### src/hdl/swkd_pkg.sv
// swkd_pkg: shared widths, register indexes and reset values for the
// sliding window keyword detector; no dependencies
package swkd_pkg;

  localparam int PROB_W    = 8;
  localparam int CUTOFF_W  = 8;
  localparam int WSIZE_W   = 5;
  localparam int TOTAL_W   = 32;
  localparam int CFG_IDX_W = 8;
  localparam int CFG_DAT_W = 8;
  localparam int AVG_W     = 8;

  typedef logic [PROB_W-1:0]    prob_t;
  typedef logic [TOTAL_W-1:0]   total_t;
  typedef logic [CFG_IDX_W-1:0] cfg_idx_t;
  typedef logic [CFG_DAT_W-1:0] cfg_dat_t;

  // configuration register indexes
  localparam cfg_idx_t REG_CUTOFF      = cfg_idx_t'(0);
  localparam cfg_idx_t REG_WINDOW_SIZE = cfg_idx_t'(1);

  localparam logic [CUTOFF_W-1:0] CUTOFF_RST = CUTOFF_W'(200);
  localparam logic [WSIZE_W-1:0]  WSIZE_RST  = WSIZE_W'(5);

endpackage

### src/hdl/swkd_if.sv
// swkd_if: valid/ready channel interfaces for probabilities, results and
// configuration writes; depends on swkd_pkg
interface swkd_in_if;
  import swkd_pkg::*;
  logic  valid;
  logic  ready;
  prob_t probability;
  modport source (output valid, output probability, input ready);
  modport sink   (input valid, input probability, output ready);
endinterface

interface swkd_out_if;
  import swkd_pkg::*;
  logic   valid;
  logic   ready;
  logic   detected;
  logic   evaluated;
  prob_t  window_average;
  prob_t  window_peak;
  prob_t  best_average;
  total_t inference_total;
  total_t detection_total;
  modport source (output valid, output detected, output evaluated, output window_average,
                  output window_peak, output best_average, output inference_total,
                  output detection_total, input ready);
  modport sink   (input valid, input detected, input evaluated, input window_average,
                  input window_peak, input best_average, input inference_total,
                  input detection_total, output ready);
endinterface

interface swkd_cfg_if;
  import swkd_pkg::*;
  logic     valid;
  logic     ready;
  cfg_idx_t index;
  cfg_dat_t data;
  modport source (output valid, output index, output data, input ready);
  modport sink   (input valid, input index, input data, output ready);
endinterface

### src/hdl/swkd_ram.sv
// swkd_ram: generic simple dual port ram, one write and one registered read
// per cycle; no dependencies
module swkd_ram #(
  parameter int WIDTH = 8,
  parameter int DEPTH = 16
) (
  input  logic                                    clk,
  input  logic                                    wr_en,
  input  logic [(DEPTH > 1 ? $clog2(DEPTH) : 1)-1:0] wr_addr,
  input  logic [WIDTH-1:0]                        wr_data,
  input  logic                                    rd_en,
  input  logic [(DEPTH > 1 ? $clog2(DEPTH) : 1)-1:0] rd_addr,
  output logic [WIDTH-1:0]                        rd_data
);
  logic [WIDTH-1:0] mem [DEPTH];

  always_ff @(posedge clk) begin
    if (wr_en) begin
      mem[wr_addr] <= wr_data;
    end
    if (rd_en) begin
      rd_data <= mem[rd_addr];
    end
  end
endmodule

### src/hdl/swkd_div.sv
// swkd_div: restoring divider producing an 8 bit quotient, one bit a cycle;
// the high part of the dividend must be below the divisor; depends on swkd_pkg
module swkd_div #(
  parameter int DEN_W = 5
) (
  input  logic             clk,
  input  logic             rst_n,
  input  logic             start,
  input  logic [DEN_W-1:0] num_hi,
  input  logic [swkd_pkg::AVG_W-1:0] num_lo,
  input  logic [DEN_W-1:0] den,
  output logic             done,
  output logic [swkd_pkg::AVG_W-1:0] quotient
);
  import swkd_pkg::*;

  localparam int STEP_W = $clog2(AVG_W);

  logic             busy_r;
  logic             done_r;
  logic [DEN_W-1:0] rem_r;
  logic [AVG_W-1:0] lo_r;
  logic [AVG_W-1:0] q_r;
  logic [STEP_W-1:0] step_r;
  logic [DEN_W:0]   trial;
  logic             fits;

  assign trial = {rem_r, lo_r[AVG_W-1]};
  assign fits  = (trial >= {1'b0, den});

  always_ff @(posedge clk) begin
    if (!rst_n) begin
      busy_r <= 1'b0;
      done_r <= 1'b0;
    end else begin
      done_r <= 1'b0;
      if (start) begin
        busy_r <= 1'b1;
      end else if (busy_r && step_r == STEP_W'(AVG_W - 1)) begin
        busy_r <= 1'b0;
        done_r <= 1'b1;
      end
    end
  end

  always_ff @(posedge clk) begin
    if (start) begin
      rem_r  <= num_hi;
      lo_r   <= num_lo;
      q_r    <= '0;
      step_r <= '0;
    end else if (busy_r) begin
      rem_r  <= fits ? DEN_W'(trial - {1'b0, den}) : trial[DEN_W-1:0];
      lo_r   <= {lo_r[AVG_W-2:0], 1'b0};
      q_r    <= {q_r[AVG_W-2:0], fits};
      step_r <= step_r + STEP_W'(1);
    end
  end

  assign done     = done_r;
  assign quotient = q_r;
endmodule

### src/hdl/sliding_window_keyword_detector.sv
// sliding_window_keyword_detector: top level, ring memory walk, warm-up and
// detection control; depends on swkd_pkg, swkd_if, swkd_ram, swkd_div
//
//  channel  dir  handshake      payload
//  in_chan  in   valid/ready    probability
//  out_chan out  valid/ready    detected, evaluated, averages, peak, totals
//  cfg_chan in   valid/ready    index (0 cutoff, 1 window_size), data
//
// an item that is not evaluated goes from acceptance through ST_FINISH to the
// output register once that is free; an evaluated one first passes through
// the walk of the ring through the memory read port, one entry a cycle, and
// the bit-serial divider for the average
// reset is synchronous; ring entries read as zero through per-entry valid
// bits, so no clearing pass is needed after reset or a detection
// one item is in flight at a time; a new one is taken while the previous
// result still waits in the output register; cfg writes are always taken
module sliding_window_keyword_detector #(
  parameter int WINDOW_MAX     = 16,
  parameter int WARMUP_WINDOWS = 100
) (
  input  logic              clk,
  input  logic              rst_n,
  swkd_in_if.sink           in_chan,
  swkd_out_if.source        out_chan,
  swkd_cfg_if.sink          cfg_chan
);
  import swkd_pkg::*;

  localparam int IDX_W = (WINDOW_MAX > 1) ? $clog2(WINDOW_MAX) : 1;
  localparam int W_W   = $clog2(WINDOW_MAX + 1);
  localparam int PW    = W_W + 1;
  localparam int SUM_W = PROB_W + W_W;
  localparam int WU_W  = (WARMUP_WINDOWS > 0) ? $clog2(WARMUP_WINDOWS + 1) : 1;

  localparam logic [1:0] ST_IDLE   = 2'd0;
  localparam logic [1:0] ST_SCAN   = 2'd1;
  localparam logic [1:0] ST_DIV    = 2'd2;
  localparam logic [1:0] ST_FINISH = 2'd3;

  logic [1:0]           state_r, state_nxt;
  logic [CUTOFF_W-1:0]  cutoff_r;
  logic [WSIZE_W-1:0]   wsize_r;
  logic [IDX_W-1:0]     pos_r, pos_nxt;
  logic [WU_W-1:0]      wu_r, wu_nxt;
  logic [WINDOW_MAX-1:0] valid_r;
  logic [W_W-1:0]       w_eff, w_r;
  logic [SUM_W-1:0]     thr_r, sum_r;
  logic [PROB_W-1:0]    peak_r;
  logic [W_W-1:0]       issue_r;
  logic                 pend_r;
  logic                 pend_valid_r;
  logic                 det_r, eval_r;
  logic [PROB_W-1:0]    held_avg_r, held_peak_r, best_r;
  total_t               acc_r, hit_r;
  logic                 out_valid_r;
  logic [PW-1:0]        pos_inc;
  logic                 accept, eval_now, issue_go, div_start, div_done, out_free;
  logic [PROB_W-1:0]    rd_data, rd_entry;
  logic [AVG_W-1:0]     quotient;
  logic [IDX_W-1:0]     rd_addr;

  assign cfg_chan.ready = 1'b1;
  assign in_chan.ready  = (state_r == ST_IDLE);
  assign accept         = in_chan.valid && (state_r == ST_IDLE);
  assign out_free       = !out_valid_r || out_chan.ready;

  // a window beyond the ring depth uses the whole ring
  assign w_eff = (int'(wsize_r) > WINDOW_MAX) ? W_W'(WINDOW_MAX) : W_W'(wsize_r);

  assign pos_inc = PW'(pos_r) + PW'(1);
  assign pos_nxt = (pos_inc >= PW'(w_eff)) ? '0 : pos_inc[IDX_W-1:0];
  assign wu_nxt  = (in_chan.probability < cutoff_r && wu_r != '0) ? wu_r - WU_W'(1) : wu_r;
  assign eval_now = (wu_nxt == '0) && (w_eff != '0);

  assign issue_go  = (state_r == ST_SCAN) && (issue_r < w_r);
  assign rd_addr   = issue_r[IDX_W-1:0];
  assign rd_entry  = pend_valid_r ? rd_data : '0;
  assign div_start = (state_r == ST_SCAN) && !issue_go && !pend_r;

  swkd_ram #(.WIDTH(PROB_W), .DEPTH(WINDOW_MAX)) u_ring (
    .clk     (clk),
    .wr_en   (accept),
    .wr_addr (pos_nxt),
    .wr_data (in_chan.probability),
    .rd_en   (issue_go),
    .rd_addr (rd_addr),
    .rd_data (rd_data)
  );

  swkd_div #(.DEN_W(W_W)) u_div (
    .clk      (clk),
    .rst_n    (rst_n),
    .start    (div_start),
    .num_hi   (sum_r[SUM_W-1:PROB_W]),
    .num_lo   (sum_r[PROB_W-1:0]),
    .den      (w_r),
    .done     (div_done),
    .quotient (quotient)
  );

  always_comb begin
    state_nxt = state_r;
    case (state_r)
      ST_IDLE: begin
        if (accept) begin
          state_nxt = eval_now ? ST_SCAN : ST_FINISH;
        end
      end
      ST_SCAN: begin
        if (div_start) begin
          state_nxt = ST_DIV;
        end
      end
      ST_DIV: begin
        if (div_done) begin
          state_nxt = ST_FINISH;
        end
      end
      ST_FINISH: begin
        if (out_free) begin
          state_nxt = ST_IDLE;
        end
      end
      default: state_nxt = ST_IDLE;
    endcase
  end

  // control state
  always_ff @(posedge clk) begin
    if (!rst_n) begin
      state_r     <= ST_IDLE;
      cutoff_r    <= CUTOFF_RST;
      wsize_r     <= WSIZE_RST;
      pos_r       <= '0;
      wu_r        <= WU_W'(WARMUP_WINDOWS);
      valid_r     <= '0;
      held_avg_r  <= '0;
      held_peak_r <= '0;
      best_r      <= '0;
      acc_r       <= '0;
      hit_r       <= '0;
      out_valid_r <= 1'b0;
      pend_r      <= 1'b0;
    end else begin
      state_r <= state_nxt;
      if (cfg_chan.valid) begin
        if (cfg_chan.index == REG_CUTOFF) begin
          cutoff_r <= cfg_chan.data[CUTOFF_W-1:0];
        end else if (cfg_chan.index == REG_WINDOW_SIZE) begin
          wsize_r <= cfg_chan.data[WSIZE_W-1:0];
        end
      end
      pend_r <= issue_go;
      if (accept) begin
        acc_r            <= acc_r + TOTAL_W'(1);
        pos_r            <= pos_nxt;
        wu_r             <= wu_nxt;
        valid_r[pos_nxt] <= 1'b1;
      end
      if (state_r == ST_DIV && div_done) begin
        held_avg_r  <= quotient;
        held_peak_r <= peak_r;
        if (quotient > best_r) begin
          best_r <= quotient;
        end
      end
      if (state_r == ST_FINISH && out_free) begin
        out_valid_r <= 1'b1;
        if (det_r) begin
          hit_r   <= hit_r + TOTAL_W'(1);
          valid_r <= '0;
          pos_r   <= '0;
          wu_r    <= WU_W'(WARMUP_WINDOWS);
        end
      end else if (out_valid_r && out_chan.ready) begin
        out_valid_r <= 1'b0;
      end
    end
  end

  // per-item datapath
  always_ff @(posedge clk) begin
    if (accept) begin
      w_r     <= w_eff;
      thr_r   <= SUM_W'(cutoff_r) * SUM_W'(w_eff);
      sum_r   <= '0;
      peak_r  <= '0;
      issue_r <= '0;
      det_r   <= 1'b0;
      eval_r  <= 1'b0;
    end else begin
      if (issue_go) begin
        issue_r      <= issue_r + W_W'(1);
        pend_valid_r <= valid_r[rd_addr];
      end
      if (pend_r) begin
        sum_r <= sum_r + SUM_W'(rd_entry);
        if (rd_entry > peak_r) begin
          peak_r <= rd_entry;
        end
      end
      if (state_r == ST_DIV && div_done) begin
        eval_r <= 1'b1;
        det_r  <= (sum_r > thr_r);
      end
    end
  end

  always_ff @(posedge clk) begin
    if (state_r == ST_FINISH && out_free) begin
      out_chan.detected        <= det_r;
      out_chan.evaluated       <= eval_r;
      out_chan.window_average  <= held_avg_r;
      out_chan.window_peak     <= held_peak_r;
      out_chan.best_average    <= best_r;
      out_chan.inference_total <= acc_r;
      out_chan.detection_total <= hit_r + TOTAL_W'(det_r);
    end
  end

  assign out_chan.valid = out_valid_r;
endmodule

### src/flat_wrapper.sv
// flat-port wrapper written by rule: the top's interface ports become plain ports
module sliding_window_keyword_detector_flat import swkd_pkg::*;
#(
  parameter int WINDOW_MAX     = 16,
  parameter int WARMUP_WINDOWS = 100
)
  (clk, rst_n, in_chan_valid, in_chan_probability, in_chan_ready, out_chan_valid, out_chan_detected, out_chan_evaluated, out_chan_window_average, out_chan_window_peak, out_chan_best_average, out_chan_inference_total, out_chan_detection_total, out_chan_ready, cfg_chan_valid, cfg_chan_index, cfg_chan_data, cfg_chan_ready);
  swkd_in_if in_chan_i ();
  swkd_out_if out_chan_i ();
  swkd_cfg_if cfg_chan_i ();
  input  logic clk;
  input  logic rst_n;
  input wire logic [$bits(in_chan_i.valid)-1:0] in_chan_valid;
  input wire logic [$bits(in_chan_i.probability)-1:0] in_chan_probability;
  output wire logic [$bits(in_chan_i.ready)-1:0] in_chan_ready;
  output wire logic [$bits(out_chan_i.valid)-1:0] out_chan_valid;
  output wire logic [$bits(out_chan_i.detected)-1:0] out_chan_detected;
  output wire logic [$bits(out_chan_i.evaluated)-1:0] out_chan_evaluated;
  output wire logic [$bits(out_chan_i.window_average)-1:0] out_chan_window_average;
  output wire logic [$bits(out_chan_i.window_peak)-1:0] out_chan_window_peak;
  output wire logic [$bits(out_chan_i.best_average)-1:0] out_chan_best_average;
  output wire logic [$bits(out_chan_i.inference_total)-1:0] out_chan_inference_total;
  output wire logic [$bits(out_chan_i.detection_total)-1:0] out_chan_detection_total;
  input wire logic [$bits(out_chan_i.ready)-1:0] out_chan_ready;
  input wire logic [$bits(cfg_chan_i.valid)-1:0] cfg_chan_valid;
  input wire logic [$bits(cfg_chan_i.index)-1:0] cfg_chan_index;
  input wire logic [$bits(cfg_chan_i.data)-1:0] cfg_chan_data;
  output wire logic [$bits(cfg_chan_i.ready)-1:0] cfg_chan_ready;
  assign in_chan_i.valid = in_chan_valid;
  assign in_chan_i.probability = in_chan_probability;
  assign in_chan_ready = in_chan_i.ready;
  assign out_chan_valid = out_chan_i.valid;
  assign out_chan_detected = out_chan_i.detected;
  assign out_chan_evaluated = out_chan_i.evaluated;
  assign out_chan_window_average = out_chan_i.window_average;
  assign out_chan_window_peak = out_chan_i.window_peak;
  assign out_chan_best_average = out_chan_i.best_average;
  assign out_chan_inference_total = out_chan_i.inference_total;
  assign out_chan_detection_total = out_chan_i.detection_total;
  assign out_chan_i.ready = out_chan_ready;
  assign cfg_chan_i.valid = cfg_chan_valid;
  assign cfg_chan_i.index = cfg_chan_index;
  assign cfg_chan_i.data = cfg_chan_data;
  assign cfg_chan_ready = cfg_chan_i.ready;
  sliding_window_keyword_detector #(.WINDOW_MAX(WINDOW_MAX), .WARMUP_WINDOWS(WARMUP_WINDOWS)) u_core (.clk(clk), .rst_n(rst_n), .in_chan(in_chan_i), .out_chan(out_chan_i), .cfg_chan(cfg_chan_i));
endmodule
### config.mk
export PLATFORM = sky130hd
export DESIGN_NAME = sliding_window_keyword_detector_flat
export DESIGN_NICKNAME = d
export VERILOG_FILES = /design/src/hdl/swkd_pkg.sv /design/src/hdl/swkd_if.sv /design/src/hdl/swkd_ram.sv /design/src/hdl/swkd_div.sv /design/src/hdl/sliding_window_keyword_detector.sv /design/src/flat_wrapper.sv
export SDC_FILE = /design/constraint.sdc
export NUM_CORES = 1
export LEC_CHECK = 0
export ABC_CLOCK_PERIOD_IN_PS = 5150
export CAP_MARGIN = 20
export CORE_MARGIN = 1.5
export CORE_UTILIZATION = 25
export CTS_BUF_LIST = sky130_fd_sc_hd__clkbuf_4 sky130_fd_sc_hd__clkbuf_8
export DETAILED_ROUTE_END_ITERATION = 8
export DONT_BUFFER_PORTS = 1
export GPL_TIMING_DRIVEN = 0
export SLEW_MARGIN = 20
export SYNTH_ARGS = -nofsm -noshare
export SYNTH_HDL_FRONTEND = slang
export SYNTH_HIERARCHICAL = 1
export SYNTH_SLANG_ARGS = --single-unit
### constraint.sdc
create_clock -name clk -period 5.15 [get_ports clk]
set_input_delay 1.03 -clock clk [delete_from_list [all_inputs] [get_ports clk]]
set_output_delay 1.03 -clock clk [all_outputs]
set_load 0.005 [all_outputs]
# --- Yosys cells after proc, flatten, opt, wreduce, memory -nomap -nowiden ---
# Memories as Yosys holds them, arrays and structs flattened. A register that Yosys moved wholly into a read port is not among the register bits.
# Index checks and enable logic that the tools add are counted.
word_totals:
  n_memories: 1
  mem_bits_rw: 128
  input_bits: 29
  regBits: 295
  word_cells: 135
classes:
  add_sub_neg: 9
  multipliers: 1
  n_reduce_logical: 31
  n_eq_ne: 9
  n_lt_le_gt_ge: 11
  n_mux: 35
  bitwise: 4
mem_list:
  columns: ["name", "depth", "width", "read_ports", "rd_ports_with_merged_regs", "write_ports", "line_no", "text"]
  rows:
  - ["u_core.u_ring.mem", 16, 8, 1, 1, 1, "swkd_ram.sv:15", "logic [WIDTH-1:0] mem [DEPTH];"]
ops:
  columns: ["op", "n"]
  rows:
  - ["$add A32 B1 Y32 const B", 2]
  - ["$mux W16", 3]
  - ["$add A32 B1 Y32", 1]
  - ["$mux W7", 4]
  - ["$mux W8", 3]
  - ["$mux W5", 4]
  - ["$gt A8 B8 Y1", 2]
  - ["$mux W4", 4]
  - ["$or A16 B16 Y16", 1]
  - ["$add A13 B8 Y13", 1]
  - ["$gt A13 B13 Y1", 1]
  - ["$mul A8 B5 Y13", 1]
  - ["$ge A6 B5 Y1", 2]
  - ["$logic_and A1 B1 Y1", 11]
  - ["$lt A4 B5 Y1 const B", 2]
  - ["$mux W2", 5]
  - ["$reduce_and A2 Y1", 5]
  - ["$mux W1", 9]
  - ["$eq A8 B1 Y1 const B", 1]
  - ["$logic_not A8 Y1", 1]
  - ["$lt A8 B8 Y1", 1]
  - ["$pmux W2 S4", 1]
  - ["$logic_not A7 Y1", 1]
  - ["$reduce_bool A7 Y1", 1]
  - ["24 further kinds", 33]

# --- Longest topological paths before layout ---
depth:
  depth_word: 12
  ltp_mapped: 16
  mapped_depth_nobuf: 15

# --- Modules after synthesis ---
# Netlist, hierarchy kept.
modules_own_cells:
  columns: ["module", "cells_each", "area_each_um2", "n_inst"]
  rows:
  - ["sliding_window_keyword_detector", 1331, 13524.2, 1]
  - ["swkd_ram", 229, 5227.5, 1]
  - ["swkd_div", 111, 1283.7, 1]

# --- Worst setup path after synthesis ---
# Ideal clock, no wire load.
synth_timing:
  path_type: "input to register"
  from: "input port out_chan_ready"
  to: "register u_core.valid_r[15]"
  arrival_time_ns: 4.375
  path_slack_ns: 0.647
  n_path_buf: 1
  path_stages: 6
  path_cell_list: "nand2b_1 and2_1 nand2_1 nand2_1 clkbuf_1 nor2_1"
synth_between:
  elab_chain_len: 3
synth_rtl:
  columns: ["item", "line_no", "text"]
  rows:
  - ["start, declared", "flat_wrapper.sv:24", "input wire logic [$bits(out_chan_i.ready)-1:0] out_chan_ready;"]
  - ["$logic_or A1 B1 Y1", "sliding_window_keyword_detector.sv:65", "assign out_free = !out_valid_r || out_chan.ready;"]
  - ["$logic_and A1 B1 Y1", "sliding_window_keyword_detector.sv:167", "if (state_r == ST_FINISH && out_free) begin"]
  - ["$mux W16", "sliding_window_keyword_detector.sv:167", null]
  - ["end signal, assigned", "sliding_window_keyword_detector.sv:136", "valid_r <= '0;"]
  - ["end signal, assigned by index", "sliding_window_keyword_detector.sv:158", "valid_r[pos_nxt] <= 1'b1;"]
  - ["end signal, assigned", "sliding_window_keyword_detector.sv:171", "valid_r <= '0;"]
  - ["end, declared", "sliding_window_keyword_detector.sv:45", "logic [WINDOW_MAX-1:0] valid_r;"]
# No other way between the ends.
# A chain may end at the register's enable or synchronous reset.

# --- Worst setup path after layout ---
layout_timing:
  from: "register u_core.pos_r[0]"
  to: "memory u_core.u_ring.mem[3][0], enable pin"
layout_between:
  elab_chain_len: 3
layout_rtl:
  columns: ["item", "line_no", "text"]
  rows:
  - ["start, declared", "sliding_window_keyword_detector.sv:43", "logic [IDX_W-1:0] pos_r, pos_nxt;"]
  - ["start signal, assigned", "sliding_window_keyword_detector.sv:156", "pos_r <= pos_nxt;"]
  - ["$add A4 B1 Y5 (*)", "sliding_window_keyword_detector.sv:70", "assign pos_inc = PW'(pos_r) + PW'(1);"]
  - ["$ge A6 B5 Y1", "sliding_window_keyword_detector.sv:71", "assign pos_nxt = (pos_inc >= PW'(w_eff)) ? '0 : pos_inc[IDX_W-1:0];"]
  - ["$mux W4 (*)", "sliding_window_keyword_detector.sv:71", null]
  - ["via u_core.pos_nxt[0]", "sliding_window_keyword_detector.sv:43", null]
  - ["end, declared", "swkd_ram.sv:15", null]
# The timed path passes the listed nets; every way through them passes the cells marked *.

==> reports/metrics.csv <==
metric;value;unit
outcome;finished clean;
CP Data Arrival Time;4860;ps
Initial Util;0.253;
GRT Total Usage;0.117;
Synth Cell Area;0.0200;mm2
Post-CTS Hold Buffers;0;
Final Cycle Share;0.893;
fmax;218;MHz
Slowest-stage cell, CP;nor2_1;
Mapped Avg Cell Area;12.0;um2
wire length per cell;16.8;um
Max-slew headroom;0.310;
Power Total;8870;uW
Yosys warnings;6;
Cells after Synth;1671;
Die W;286;um
most frequent cells in the layout;258 x edfxtp_1, 173 x nand2_1, 173 x dfxtp_1;
Hold Path Class;reg -> reg;
Worst path top cell family by delay;simple AND/OR/NAND/NOR gates;
Max FO, Critical Path;10;
Setup crit start kind;flop;
# setup viols final;0;
die height;286;um
post-CTS sizing;0;
final instance area;0.0230;mm2
CTS tree;built;
clock-pin slew on the worst setup and hold paths;70;ps
RSZ-0062 raised after global routing;false;
clk_lat worst skew;670;ps
# diodes;0;
First-pass DRT Iterations;5;
syn_nets;1813;
async set or reset register ratio after synthesis;0;
final hold vios;0;
clk sinks;431;
Hold Slack;428;ps
register area share after synthesis;0.560;
Clk pwr share;0.378;
Core ar.;0.0791;mm2
initial antenna violation count;0;
Die ar.;0.0819;mm2
max_cap viols;0;
postcts setup bufs;0;
leading area contributor after synthesis;edfxtp_1;
Psw;2480;uW
post-route ant nets;0;
DR iter-0 viols;802;
Yosys top cell area share;0.387;
Setup CP Type;reg -> reg;
DRT Wirelength;48000;um
first-pass GRT wire length;74500;um
post-synthesis mux area share;0.0696;
Internal;6390;uW
Final Critical Period;4600;ps
dpl cells;2722;
Simple-Gate Fraction of Synth Area;0.144;
vias per std cell;4.51;
Row Count;103;
I/O pin count;122;
measured slew at the worst slew-check pin;1030;ps
crit-path cells;nand3_1 -> xor2_1 -> clkinv_1 -> ha_1 -> and2_1 -> a21oi_1 -> clkbuf_1 -> nor2b_1 -> nand2_1 -> nor2_1;
Flop pwr share;0.467;
Synth Area in Adders;0.0781;
DRC Markers;0;
total number of vias;12900;
number of buffers created by CTS;76;
Compound-Gate Fraction of Synth Area;0.0663;
slowest stage delay, CP;730;ps
leakage power;0.00835;uW
Post-DP HPWL;34700;um
global route overflow;0;
Pwr Density;385;mW/mm2
Final Non-Filler Cells;2860;
main combinational cell family by area after synthesis;simple AND/OR/NAND/NOR gates;
commonest non-fill, non-tap cell in the layout;edfxtp_1;
Seq cells post-synth;431;
max-slew violations;0;
Buffers on Ports;0;
Synth area leaders;edfxtp_1 39%, dfxtp_1 17%, ha_1 5.8%;
Placed Area;0.0214;mm2
CP Data Required Time;5420;ps
crit path capture type;flop;
combinational share of power;0.156;
H-tree depth;3;
largest net degree at the start of global routing;57;
GP Congestion;0.873;
Max Root-Sink Buffers;3;
share of layout cells above drive strength 1;0.115;
CTS Root Cell;clkbuf_8;
Final Net Count;1892;
Layout area overhead;14.9;%
Critical path buffers and inverters;2;
Max rail drop VDD;151;uV
library cells used by synthesis;79;
final clock skew;43.9;ps
Synth Area in XOR/XNOR;0.0490;
Synth Flop Type;edfxtp_1;
Post-synth EDFFs;258;
vias in the first global route;13100;
sw frac;0.279;
-- path summary, 6_finish.rpt --
path | depth (start not counted) | from | slack [ps] | to
max | 10 | u_core/pos_r[0] | 550 | u_core/u_ring/mem[3][0]
min | 0 | u_core/held_avg_r[6] | 430 | u_core/out_chan.window_average[6]
max reg2reg | 10 | u_core/pos_r[0] | 550 | u_core/u_ring/mem[3][0]
min reg2reg | 0 | u_core/held_avg_r[6] | 430 | u_core/out_chan.window_average[6]
-- final cells by class --
| class | count | area, um2 |
|---|---|---|
| Buffer | 56 | 275 |
| Clock buffer | 104 | 1290 |
| Clock inverter | 34 | 320 |
| Fill cell | 8082 | 56100 |
| Inverter | 107 | 402 |
| Multi-Input combinational cell | 1077 | 8180 |
| Sequential cell | 431 | 11200 |
| Tap cell | 1050 | 1310 |
| Timing Repair Buffer | 1 | 20.0 |
-- cell families (layout without fill, tap and decap cells) --
kind of cell / Yosys count / in the layout
xor+xnor: 112 / 112
buf+inv: 163 / 302
other cells: 1 / 1
simple gates: 572 / 572
mux: 87 / 87
flops: 431 / 431
fa+ha+maj: 113 / 113
compound gates: 192 / 192
-- routing by layer --
layer / vias up / track usage / share of wire
met5: - / 0 / 0
met4: 0 / 0.0466 / 0.027
met3: 92 / 0.0258 / 0.049
met2: 312 / 0.199 / 0.49
met1: 6329 / 0.143 / 0.43
li1: 6160 / - / -
-- Yosys cell counts (all sizes together) (5+ instances only) --
master,count
mux2,7
nor3,30
nor2b,27
o211ai,7
mux2i,43
o21a,5
ha,93
a22oi,17
and4,12
a21boi,27
a21oi,35
o31ai,5
fa,20
inv,106
nand4,27
a2111oi,7
a21o,14
nand2b,10
edfxtp,258
and3,14
a211oi,8
nor4,9
xnor2,70
buf,20
and2,79
dfxtp,173
nand2,174
xor2,42
a31oi,13
o21ai,29
nor2,113
mux4,37
or2,9
or3,14
clkbuf,33
nand3,41
-- state kept, by name (all words and copies together), names as in the netlist, 13 cells and up --
name / count
u_core/thr_r: 13
u_core/out_chan.inference_total: 32
u_core/acc_r: 32
u_core/hit_r: 32
u_core/sum_r: 13
u_core/u_ring/mem: 128
u_core/valid_r: 16
u_core/out_chan.detection_total: 32
-- worst reg2reg max path: stages (launching register included) --
cell and delay, ps:
dfxtp_1 530, nand3_1 140, xor2_1 280, clkinv_1 350, ha_1 390, and2_1 190, a21oi_1 260, clkbuf_1 400
nor2b_1 660, nand2_1 270, nor2_1 730
-- stage by stage --
stage | setup WS, ps | utilization | setup TNS [ps]
4_1_cts | 569 | 0.291 | 0
3_5_place_dp | 598 | 0.270 | 0
2_1_floorplan | 647 | - | 0
3_3_place_gp | -1230 | 0.270 | -29210
5_1_grt | 275 | 0.291 | 0
6_report | 553 | 0.291 | 0
-- power by group through the flow --
stage	clock (uW)	combinational [uW]	sequential [uW]
2_1_floorplan	0	1010	4120
3_3_place_gp	0	1320	4220
3_5_place_dp	0	1380	4220
4_1_cts	3460	1390	4150
5_1_grt	3630	1520	4160
6_report	3350	1380	4140
No activity file was read; power rests on OpenSTA's default activity.
